### src/rtl/core/epr_pkg.sv
// Package for the echo pulse ranging block.
// Holds widths, saturation limits, controller states and the
// command/status structs shared by the controller and the datapath.
package epr_pkg;

  localparam int TICK_BITS    = 24;
  localparam int COUNT_BITS   = 16;
  localparam int SCALE_BITS   = 20;
  localparam int DIST_BITS    = 24;
  localparam int SUM_BITS     = 40;
  localparam int DEV_BITS     = 64;
  localparam int SPREAD_BITS  = 48;
  localparam int SQ_BITS      = 2 * DIST_BITS;
  localparam int PROD_BITS    = TICK_BITS + SCALE_BITS;
  localparam int FRAC_SHIFT   = 8;
  localparam int DIV_BITS     = DEV_BITS;
  localparam int DIV_CNT_BITS = $clog2(DIV_BITS);
  localparam int PADDR_BITS   = 3;
  localparam int PDATA_BITS   = 32;

  localparam logic [SCALE_BITS-1:0] SCALE_RESET = SCALE_BITS'(11141);
  localparam logic                  REG_SCALE   = 1'b0;

  typedef enum logic [3:0] {
    ST_IDLE,
    ST_MUL,
    ST_ACC,
    ST_MEAN_GO,
    ST_MEAN_WAIT,
    ST_SQR,
    ST_DEV,
    ST_SPREAD_GO,
    ST_SPREAD_WAIT,
    ST_OUT
  } state_e;

  typedef struct packed {
    logic tick;
    logic mul;
    logic acc;
    logic div_start;
    logic sel_spread;
    logic latch_mean;
    logic sqr;
    logic dev;
    logic latch_spread;
    logic load_out;
  } cmd_t;

  typedef struct packed {
    logic fire;
    logic upd;
    logic div_done;
    logic out_free;
  } sts_t;

endpackage

### src/rtl/core/epr_div.sv
// Restoring divider, one quotient bit per cycle.
// Depends on epr_pkg for the dividend and divisor widths.
module epr_div (
  input  logic                         clk_i,
  input  logic                         rst_ni,
  input  logic                         start_i,
  input  logic [epr_pkg::DIV_BITS-1:0]   dividend_i,
  input  logic [epr_pkg::COUNT_BITS-1:0] divisor_i,
  output logic                         done_o,
  output logic [epr_pkg::DIV_BITS-1:0]   quotient_o
);
  import epr_pkg::*;

  localparam logic [DIV_CNT_BITS-1:0] LAST_STEP = DIV_CNT_BITS'(DIV_BITS - 1);

  logic                    run_q, done_q;
  logic [DIV_CNT_BITS-1:0] cnt_q;
  logic [DIV_BITS-1:0]     num_q;
  logic [COUNT_BITS-1:0]   rem_q;
  logic [COUNT_BITS:0]     trial;
  logic                    take;

  assign trial = {rem_q, num_q[DIV_BITS-1]};
  assign take  = trial >= {1'b0, divisor_i};

  always_ff @(posedge clk_i or negedge rst_ni) begin
    if (!rst_ni) begin
      run_q  <= 1'b0;
      done_q <= 1'b0;
      cnt_q  <= '0;
    end else begin
      done_q <= 1'b0;
      if (start_i) begin
        run_q <= 1'b1;
        cnt_q <= '0;
      end else if (run_q) begin
        cnt_q <= cnt_q + 1'b1;
        if (cnt_q == LAST_STEP) begin
          run_q  <= 1'b0;
          done_q <= 1'b1;
        end
      end
    end
  end

  always_ff @(posedge clk_i) begin
    if (start_i) begin
      num_q <= dividend_i;
      rem_q <= '0;
    end else if (run_q) begin
      num_q <= {num_q[DIV_BITS-2:0], take};
      rem_q <= take ? COUNT_BITS'(trial - {1'b0, divisor_i}) : trial[COUNT_BITS-1:0];
    end
  end

  assign done_o     = done_q;
  assign quotient_o = num_q;

endmodule

### src/rtl/core/epr_datapath.sv
// Datapath: edge detection, tick counter, scaling multiplier, statistics
// accumulators, shared divider and output register. Uses epr_pkg, epr_div.
module epr_datapath (
  input  logic                            clk_i,
  input  logic                            rst_ni,
  input  epr_pkg::cmd_t                   cmd_i,
  output epr_pkg::sts_t                   sts_o,
  input  logic                            echo_level_i,
  input  logic [epr_pkg::SCALE_BITS-1:0]  scale_i,
  input  logic                            out_stall_i,
  output logic                            out_valid_o,
  output logic [epr_pkg::DIST_BITS-1:0]   distance_q8_o,
  output logic [epr_pkg::DIST_BITS-1:0]   mean_q8_o,
  output logic [epr_pkg::SPREAD_BITS-1:0] spread_q16_o,
  output logic [epr_pkg::COUNT_BITS-1:0]  sample_count_o,
  output logic                            stats_full_o
);
  import epr_pkg::*;

  logic                   armed_q, last_q;
  logic [TICK_BITS-1:0]   ticks_q;
  logic [COUNT_BITS-1:0]  count_q;
  logic [SUM_BITS-1:0]    sum_q;
  logic [DEV_BITS-1:0]    dev_q;
  logic                   upd_q;
  logic [DIST_BITS-1:0]   dist_q, mean_q;
  logic [SQ_BITS-1:0]     sq_q;
  logic [SPREAD_BITS-1:0] spread_q;
  logic                   out_valid_q;

  logic                   rising, falling;
  logic [PROD_BITS-1:0]   prod;
  logic [PROD_BITS-FRAC_SHIFT-1:0] prod_sh;
  logic [DIST_BITS-1:0]   dist_d;
  logic [SUM_BITS:0]      sum_ext;
  logic [DEV_BITS:0]      dev_ext;
  logic [DIST_BITS-1:0]   diff;
  logic [DIV_BITS-1:0]    div_dividend, quo;
  logic                   div_done;

  assign rising  = echo_level_i && !last_q;
  assign falling = !echo_level_i && last_q;

  assign prod    = PROD_BITS'(ticks_q) * PROD_BITS'(scale_i);
  assign prod_sh = prod[PROD_BITS-1:FRAC_SHIFT];
  assign dist_d  = (|prod_sh[PROD_BITS-FRAC_SHIFT-1:DIST_BITS]) ? '1
                 : prod_sh[DIST_BITS-1:0];

  assign sum_ext = {1'b0, sum_q} + (SUM_BITS+1)'(dist_q);
  assign dev_ext = {1'b0, dev_q} + (DEV_BITS+1)'(sq_q);
  assign diff    = (dist_q >= mean_q) ? dist_q - mean_q : mean_q - dist_q;

  assign div_dividend = cmd_i.sel_spread ? dev_q : DIV_BITS'(sum_q);

  epr_div u_div (
    .clk_i      (clk_i),
    .rst_ni     (rst_ni),
    .start_i    (cmd_i.div_start),
    .dividend_i (div_dividend),
    .divisor_i  (count_q),
    .done_o     (div_done),
    .quotient_o (quo)
  );

  always_ff @(posedge clk_i or negedge rst_ni) begin
    if (!rst_ni) begin
      armed_q     <= 1'b0;
      last_q      <= 1'b0;
      ticks_q     <= '0;
      count_q     <= '0;
      sum_q       <= '0;
      dev_q       <= '0;
      upd_q       <= 1'b0;
      out_valid_q <= 1'b0;
    end else begin
      if (cmd_i.tick) begin
        last_q <= echo_level_i;
        if (rising) begin
          armed_q <= 1'b1;
          ticks_q <= '0;
        end else begin
          if (armed_q && !(&ticks_q)) begin
            ticks_q <= ticks_q + 1'b1;
          end
          if (falling) begin
            armed_q <= 1'b0;
          end
        end
      end
      if (cmd_i.acc) begin
        upd_q <= !(&count_q);
        if (!(&count_q)) begin
          count_q <= count_q + 1'b1;
          sum_q   <= sum_ext[SUM_BITS] ? '1 : sum_ext[SUM_BITS-1:0];
        end
      end
      if (cmd_i.dev) begin
        dev_q <= dev_ext[DEV_BITS] ? '1 : dev_ext[DEV_BITS-1:0];
      end
      if (cmd_i.load_out) begin
        out_valid_q <= 1'b1;
      end else if (!out_stall_i) begin
        out_valid_q <= 1'b0;
      end
    end
  end

  always_ff @(posedge clk_i) begin
    if (cmd_i.mul) begin
      dist_q <= dist_d;
    end
    if (cmd_i.latch_mean) begin
      mean_q <= (|quo[DIV_BITS-1:DIST_BITS]) ? '1 : quo[DIST_BITS-1:0];
    end
    if (cmd_i.sqr) begin
      sq_q <= SQ_BITS'(diff) * SQ_BITS'(diff);
    end
    if (cmd_i.latch_spread) begin
      spread_q <= (|quo[DIV_BITS-1:SPREAD_BITS]) ? '1 : quo[SPREAD_BITS-1:0];
    end
    if (cmd_i.load_out) begin
      distance_q8_o  <= dist_q;
      mean_q8_o      <= mean_q;
      spread_q16_o   <= spread_q;
      sample_count_o <= count_q;
      stats_full_o   <= &count_q;
    end
  end

  assign sts_o.fire     = falling && armed_q;
  assign sts_o.upd      = upd_q;
  assign sts_o.div_done = div_done;
  assign sts_o.out_free = !out_valid_q || !out_stall_i;
  assign out_valid_o    = out_valid_q;

endmodule

### src/rtl/core/epr_ctrl.sv
// Controller: sequences one measurement through the datapath.
// Depends on epr_pkg for states and the command/status structs.
module epr_ctrl (
  input  logic          clk_i,
  input  logic          rst_ni,
  input  logic          in_valid_i,
  output logic          in_stall_o,
  input  epr_pkg::sts_t sts_i,
  output epr_pkg::cmd_t cmd_o
);
  import epr_pkg::*;

  state_e state_q, state_d;

  always_ff @(posedge clk_i or negedge rst_ni) begin
    if (!rst_ni) begin
      state_q <= ST_IDLE;
    end else begin
      state_q <= state_d;
    end
  end

  always_comb begin
    state_d    = state_q;
    cmd_o      = '0;
    in_stall_o = 1'b1;
    case (state_q)
      ST_IDLE: begin
        in_stall_o = 1'b0;
        cmd_o.tick = in_valid_i;
        if (in_valid_i && sts_i.fire) begin
          state_d = ST_MUL;
        end
      end
      ST_MUL: begin
        cmd_o.mul = 1'b1;
        state_d   = ST_ACC;
      end
      ST_ACC: begin
        cmd_o.acc = 1'b1;
        state_d   = ST_MEAN_GO;
      end
      ST_MEAN_GO: begin
        cmd_o.div_start = 1'b1;
        state_d         = ST_MEAN_WAIT;
      end
      ST_MEAN_WAIT: begin
        if (sts_i.div_done) begin
          cmd_o.latch_mean = 1'b1;
          state_d = sts_i.upd ? ST_SQR : ST_SPREAD_GO;
        end
      end
      ST_SQR: begin
        cmd_o.sqr = 1'b1;
        state_d   = ST_DEV;
      end
      ST_DEV: begin
        cmd_o.dev = 1'b1;
        state_d   = ST_SPREAD_GO;
      end
      ST_SPREAD_GO: begin
        cmd_o.div_start  = 1'b1;
        cmd_o.sel_spread = 1'b1;
        state_d          = ST_SPREAD_WAIT;
      end
      ST_SPREAD_WAIT: begin
        if (sts_i.div_done) begin
          cmd_o.latch_spread = 1'b1;
          state_d = ST_OUT;
        end
      end
      ST_OUT: begin
        if (sts_i.out_free) begin
          cmd_o.load_out = 1'b1;
          state_d = ST_IDLE;
        end
      end
      default: begin
        state_d = ST_IDLE;
      end
    endcase
  end

endmodule

### src/rtl/core/echo_pulse_ranging_with_stats_top.sv
// Top level of the echo pulse ranging block with running statistics.
// Depends on epr_pkg, epr_ctrl, epr_datapath; holds the APB scale register.

// One input transaction is one timebase tick carrying the echo level. A tick
// that does not end an armed pulse is taken in the idle state. A falling edge
// that ends an armed pulse produces one result and stalls the input until the
// result is loaded; once the sample count is full, the squared deviation is
// no longer accumulated. The single shared divider yields one quotient bit per
// cycle over 64 bits and runs twice per result, for the mean and for the
// spread. A finished result waits in the output register while new ticks are
// taken. The scale register sits at APB address 0 and reads back.
module echo_pulse_ranging_with_stats_top (
  input  logic                            clk_i,
  input  logic                            rst_ni,
  input  logic                            psel,
  input  logic                            penable,
  input  logic                            pwrite,
  input  logic [epr_pkg::PADDR_BITS-1:0]  paddr,
  input  logic [epr_pkg::PDATA_BITS-1:0]  pwdata,
  output logic [epr_pkg::PDATA_BITS-1:0]  prdata,
  output logic                            pready,
  input  logic                            in_valid_i,
  output logic                            in_stall_o,
  input  logic                            echo_level_i,
  output logic                            out_valid_o,
  input  logic                            out_stall_i,
  output logic [epr_pkg::DIST_BITS-1:0]   distance_q8_o,
  output logic [epr_pkg::DIST_BITS-1:0]   mean_q8_o,
  output logic [epr_pkg::SPREAD_BITS-1:0] spread_q16_o,
  output logic [epr_pkg::COUNT_BITS-1:0]  sample_count_o,
  output logic                            stats_full_o
);
  import epr_pkg::*;

  logic [SCALE_BITS-1:0] scale_q;
  cmd_t                  cmd;
  sts_t                  sts;

  assign pready = 1'b1;
  assign prdata = (paddr[2] == REG_SCALE) ? PDATA_BITS'(scale_q) : '0;

  always_ff @(posedge clk_i or negedge rst_ni) begin
    if (!rst_ni) begin
      scale_q <= SCALE_RESET;
    end else if (psel && penable && pwrite && (paddr[2] == REG_SCALE)) begin
      scale_q <= pwdata[SCALE_BITS-1:0];
    end
  end

  epr_ctrl u_ctrl (
    .clk_i      (clk_i),
    .rst_ni     (rst_ni),
    .in_valid_i (in_valid_i),
    .in_stall_o (in_stall_o),
    .sts_i      (sts),
    .cmd_o      (cmd)
  );

  epr_datapath u_dp (
    .clk_i          (clk_i),
    .rst_ni         (rst_ni),
    .cmd_i          (cmd),
    .sts_o          (sts),
    .echo_level_i   (echo_level_i),
    .scale_i        (scale_q),
    .out_stall_i    (out_stall_i),
    .out_valid_o    (out_valid_o),
    .distance_q8_o  (distance_q8_o),
    .mean_q8_o      (mean_q8_o),
    .spread_q16_o   (spread_q16_o),
    .sample_count_o (sample_count_o),
    .stats_full_o   (stats_full_o)
  );

endmodule

### config.mk
export PLATFORM = sky130hd
export DESIGN_NAME = echo_pulse_ranging_with_stats_top
export DESIGN_NICKNAME = d
export VERILOG_FILES = /design/src/rtl/core/epr_pkg.sv /design/src/rtl/core/epr_div.sv /design/src/rtl/core/epr_datapath.sv /design/src/rtl/core/epr_ctrl.sv /design/src/rtl/core/echo_pulse_ranging_with_stats_top.sv
export SDC_FILE = /design/constraint.sdc
export NUM_CORES = 2
export LEC_CHECK = 0
export BUFFER_PORTS_ARGS = -buffer_cell sky130_fd_sc_hd__buf_2
export CAP_MARGIN = 20
export CORE_MARGIN = 5
export CORE_UTILIZATION = 40
export CTS_CLUSTER_DIAMETER = 150
export DETAILED_ROUTE_END_ITERATION = 10
export PLACE_DENSITY_LB_ADDON = 0.2
export SLEW_MARGIN = 20
export SYNTH_ARGS = -nofsm -noshare
export SYNTH_HDL_FRONTEND = slang
export SYNTH_HIERARCHICAL = 1
export SYNTH_SLANG_ARGS = --single-unit
### constraint.sdc
create_clock -name clk_i -period 14.6 [get_ports clk_i]
set_input_delay 1.46 -clock clk_i [delete_from_list [all_inputs] [get_ports clk_i]]
set_output_delay 1.46 -clock clk_i [all_outputs]
set_load 0.02 [all_outputs]
== Yosys cells after proc, flatten, opt, wreduce, memory -nomap -nowiden ==
Cells that the tools add are included.

* Flip-flop bits (word level): 517
* Input bits: 43
* Output and inout bits: 148
* Logic and storage cells: 123

* Add/sub/neg operators: 8
* Multiply operators: 2
* $lt $le $gt $ge: 2
* Equality and inequality tests: 15
* Muxes and demuxes: 41
* Bitwise gates (word level): 2
* Reductions and logical operators: 29

{| class="wikitable"
|+ Operator list
! kind !! count
|-
| two-way mux 64 bit || 4
|-
| two-way mux 24 bit || 3
|-
| adder 64 x 48 -> 65 bit || 1
|-
| multiplier 24 x 24 -> 48 bit || 1
|-
| subtractor 24 bit || 2
|-
| multiplier 24 x 20 -> 44 bit || 1
|-
| adder 40 x 24 -> 41 bit || 1
|-
| two-way mux 40 bit || 1
|-
| one-hot mux 4 bit (10 select lines) || 1
|-
| OR reduction 40 bit || 1
|-
| adder 24 x 1 -> 24 bit, second input constant || 1
|-
| greater-or-equal comparator 24 bit || 1
|-
| AND reduction 24 bit || 1
|-
| two-way mux 1 bit || 23
|-
| two-way mux 20 bit || 1
|-
| greater-or-equal comparator 17 x 16 -> 1 bit || 1
|-
| adder 16 x 1 -> 16 bit, second input constant || 1
|-
| equality test 4 x 3 -> 1 bit, second input constant || 4
|-
| two-way mux 16 bit || 1
|-
| two-way mux 4 bit || 4
|-
| AND reduction 16 bit || 1
|-
| OR reduction 16 bit || 1
|-
| subtractor 16 bit || 1
|-
| two-way mux 6 bit || 2
|-
| 18 further kinds || 40
|}

== Depth between registers and ports, before layout ==
* Word-level depth: 6
* Mapped depth: 42

== Modules after synthesis ==
The synthesis kept the hierarchy.

{| class="wikitable"
|+ Modules (own cells, without submodules)
! module !! times used !! cells each !! area an instance (µm²) !! sequential area each (µm²)
|-
| epr_datapath || 1 || 5573 || 53527.6 || 11390.9
|-
| epr_div || 1 || 407 || 4808.4 || 2442.3
|-
| echo_pulse_ranging_with_stats_top || 1 || 80 || 1093.5 || 509.2
|-
| epr_ctrl || 1 || 45 || 349.1 || 100.1
|}

== Least setup slack after synthesis ==
No wires, ideal clock.

* Kind: register -> register
* Start: reg u_dp.dist_q[0]
* End: reg u_dp.sq_q[47], data pin
* Library setup time: 0.259 ns
* Arrival time: 9.188 ns
* Path slack: 5.153 ns
* Cell stages (with the launch flop): 41
* Path buffers: 3
* Clock period less this slack: 9.447 ns
* Cell sequence: edfxtp_1 -> inv_1 -> ha_1 -> inv_1 -> fa_1 -> a21o_1 -> a21oi_2 -> a311oi_2 -> o31ai_2 -> nand2_2 -> buf_6 -> buf_6 -> mux2i_1 -> xnor2_2 -> buf_2 -> nand2_1 -> fa_1 -> inv_1 -> (+5 left out) -> inv_1 -> fa_1 -> inv_1 -> fa_1 -> inv_1 -> fa_1 -> inv_1 -> ha_1 -> a211oi_1 -> nand2_1 -> a2bb2oi_1 -> o21ai_0 -> a21oi_1 -> or4_1 -> a41oi_1 -> o21ai_0 -> a21oi_1 -> xnor2_1

* Word-level cells in the longest chain between the ends: 3
* Elaborated cells on any way between the ends: 5
* Classes of those cells: add/sub (2); mul (1); order compare (1); mux (1)

{| class="wikitable"
|+ Ends and longest elaborated chain
! what !! RTL line !! text
|-
| start: declaration || epr_datapath.sv:26 || <nowiki>logic [DIST_BITS-1:0] dist_q, mean_q;</nowiki>
|-
| start signal: assignment || epr_datapath.sv:110 || <nowiki>dist_q <= dist_d;</nowiki>
|-
| subtractor 24 bit / greater-or-equal comparator 24 bit (equally long branches) || epr_datapath.sv:51 || <nowiki>assign diff = (dist_q >= mean_q) ? dist_q - mean_q : mean_q - dist_q;</nowiki>
|-
| two-way mux 24 bit (*) || epr_datapath.sv:51 ||
|-
| multiplier 24 x 24 -> 48 bit (*) || epr_datapath.sv:116 || <nowiki>sq_q <= SQ_BITS'(diff) * SQ_BITS'(diff);</nowiki>
|-
| end signal: assignment || epr_datapath.sv:116 ||
|-
| end: declaration || epr_datapath.sv:27 || <nowiki>logic [SQ_BITS-1:0] sq_q;</nowiki>
|}

Mark *: on every way between the ends. The rest lies on a longest branch, timed or not.
A chain may end at the register's enable or synchronous reset.

== Worst setup path in the final report ==
* Start: reg u_dp.dist_q[13]
* End: reg u_dp.sq_q[47], data pin

The elaborated chain is that of the path after synthesis.

==> results_dict.tcl <==
set metrics [dict create \
    ys_top_cells_by_count "1106 x inv_1, 817 x fa_1, 654 x nand2_1" \
    start_util 0.403 \
    io_buffers 163 \
    clockBufferDepth 3 \
    status "completed" \
    grt_max_degree 71 \
    synthCells 6105 \
    io_pins 191 \
    ant_nets 0 \
    worstPathArrival_ns 12.32 \
    rows 141 \
    multi_input_area_um2 40000 \
    crit_path_top_delay_cell "xor2_2" \
    startpoint "u_dp/dist_q[13]" \
    nNetsFinal 7456 \
    muxShareOfSynthArea 0.0317 \
    grt_pass1_wl_mm 257 \
    drc 0 \
    first_iter_violations 2690 \
    regArea_um2 14400 \
    synth_top_area_frac 0.274 \
    wirelength_mm 165 \
    crit_fanout 22 \
    via_per_inst 5.25 \
    yosysUniqueCellTypes 113 \
    hold_class "reg -> reg" \
    synth_top_family_by_area "adder cells" \
    cts_buffers 57 \
    drv_slew 0 \
    hold_viol 0 \
    cts_tree "built" \
    path_clk_slew_ns 0.07 \
    grt_usage 0.209 \
    synth_edf_count 320 \
    pre_cts_ws_ns 2.85 \
    ys_warn_count 6 \
    synth_compound_area_frac 0.0941 \
    critical_path_required_ns 15.04 \
    dp_hpwl_mm 128 \
    cts.repair.resized 0 \
    fin_crit_sh 0.814 \
    r2r-start "u_dp/dist_q[13]" \
    cap_violations 0 \
    crit_top_cell "fa_1" \
    relSlewSlack 0.274 \
    coreArea_um2 148000 \
    gr-total-overflow 0 \
    setup_viol_count_final 0 \
    synth_seq_area_share 0.242 \
    synthFlopType "edfxtp_1" \
    synth-async-reset-ratio 0.349 \
    drt-wirelength-per-cell_um 20.3 \
    cts_sinks 516 \
    rsz0062_at_grt "no" \
    fmax_mhz 84.1 \
    yosysMostFrequentCell "inv_1" \
    critPathKind "reg -> reg" \
    via_count 42632 \
    globalplace.congestion 0.879 \
    synth-adder-area-share 0.371 \
    endpoint_kind "register" \
    finalSetupTns_ns 0 \
    yosys-top-cells-area "fa_1 27%, edfxtp_1 16%, ha_1 9.7%, dfrtp_1 7.2%, inv_1 6.9%" \
    min_from "u_dp/spread_q[42]" \
    skew_ns 0.0821 \
    first_pass_iters 7 \
    max_stage_delay_ns 0.81 \
    worst_pin_slew_ns 1.09 \
    synth.avg_cell_area_um2 9.79 \
    syn_area_um2 59800 \
    synth_seq_cells 516 \
    cts_hold_buf 0 \
    worst_skew_pair.late_latency_ns 0.69 \
    n_fill_cell 14355 \
    antenna_found_initial 8 \
    cp-start-kind "register" \
    grt_pass1_vias 43837 \
    finalWorstSetupSlack_ns 2.71 \
    cts_setup_buffers 0 \
    area_growth_pct 7.67 \
    synth_top_area_cell "fa_1" \
    drive_gt1_frac 0.103 \
    htreeDepth 2 \
    die_x_um 397 \
    synth-simple-area-share 0.137 \
    clockRootBuffer "clkbuf_16" \
    finalCriticalPeriod_ns 11.89 \
    dieHeight_um 397 \
    die_area_um2 157000 \
    yosys.area_share.xor_xnor 0.0337 \
]
==> metrics by stage <==
stage / utilization / area (µm²) / std cells / hold slack [ns]
3_3_place_gp: 0.421 / 62400 / 8002 / 0.405
4_1_cts: 0.434 / 64300 / 8111 / 0.418
3_5_place_dp: 0.421 / 62500 / 8003 / 0.405
5_1_grt: 0.434 / 64400 / 8113 / 0.420
6_report: 0.434 / 64400 / 8115 / 0.417
2_1_floorplan: - / 59800 / 6116 / 0.400
==> cell usage in the layout, fill, tap and decap left out, types with 39 or more instances in the layout <==
master / n
mux2_2: 125
clkbuf_16: 57
ha_1: 463
inv_1: 1105
fa_1: 817
a21oi_1: 225
nor3_1: 39
o22a_1: 45
nand2_1: 654
and2_1: 245
buf_4: 70
or2_2: 58
xnor2_1: 119
buf_2: 162
and3_1: 44
o21ai_0: 127
dfrtp_1: 173
edfxtp_1: 320
nand3_1: 88
xor2_1: 75
nand2b_1: 50
nand4_1: 60
a21o_1: 107
nor2_1: 322
==> metal layers <==
layer	GRT usage	vias up	share of wire
met5	0	-	0.00015
met4	0.0519	4	0.027
met3	0.0254	201	0.055
met2	0.346	1113	0.47
met1	0.293	21578	0.45
li1	-	19736	-
==> cell type report <==
| cell class | count | share of cell area |
|---|---|---|
| flip-flops and latches | 516 | 0.224 |
| diodes | 3 | 0.000117 |
| inverters | 1120 | 0.0653 |
| clock inverters | 41 | 0.00640 |
| multi-input cells | 4203 | 0.622 |
| repair buffers | 235 | 0.0213 |
| well taps | 1930 | 0.0375 |
| clock buffers | 67 | 0.0231 |
==> cells by family (layout without fill, tap and decap cells) <==
logic type / Yosys count / after routing
AOI/OAI and AO/OA: 825 / 825
xor gates and xnor gates: 215 / 215
adders and majority gates: 1280 / 1280
buffers and inverters: 1397 / 1463
DFF: 516 / 516
muxes: 163 / 163
other: 2 / 16
and+or+nand+nor: 1707 / 1707
==> worst max-delay path: cells and delay by family, from the launching register on <==
kind                     cells  cell delay, ns
adder cells (fa/ha/maj)      9            4.64
XOR/XNOR                     2            0.90
AO/OA/AOI/OAI               12            2.93
AND/OR/NAND/NOR              6            2.19
buffers and inverters        6            0.38
flip-flops                   1            0.56
==> flip-flops by register name (all words and copies together), names as in the netlist, 4 cells and up <==
signal                 flops
u_dp/count_q              16
u_dp/distance_q8_o        24
u_dp/mean_q               24
u_dp/sample_count_o       16
u_dp/u_div/rem_q          16
u_dp/dist_q               24
u_dp/sum_q                40
u_ctrl/state_q             4
u_dp/spread_q             48
scale_q                   20
u_dp/mean_q8_o            24
u_dp/sq_q                 47
u_dp/ticks_q              24
u_dp/u_div/quotient_o     64
u_dp/spread_q16_o         48
u_dp/u_div/cnt_q           6
u_dp/dev_q                64
==> worst paths after layout <==
| check | end | slack [ns] | cells past startpoint |
|---|---|---|---|
| setup / recovery | u_dp/sq_q[47] | 2.71 | 35 |
| hold / removal | u_dp/spread_q16_o[42] | 0.42 | 0 |
| setup reg to reg | u_dp/sq_q[47] | 2.71 | 35 |
| hold reg to reg | u_dp/spread_q16_o[42] | 0.42 | 0 |
| max in group asynchronous | u_dp/count_q[10] | 11.68 | 3 |
| min in group asynchronous | scale_q[16] | 0.83 | 1 |
Power is not shown: default switching activity piles up to over one toggle a cycle in this logic, so the estimate is an artifact.
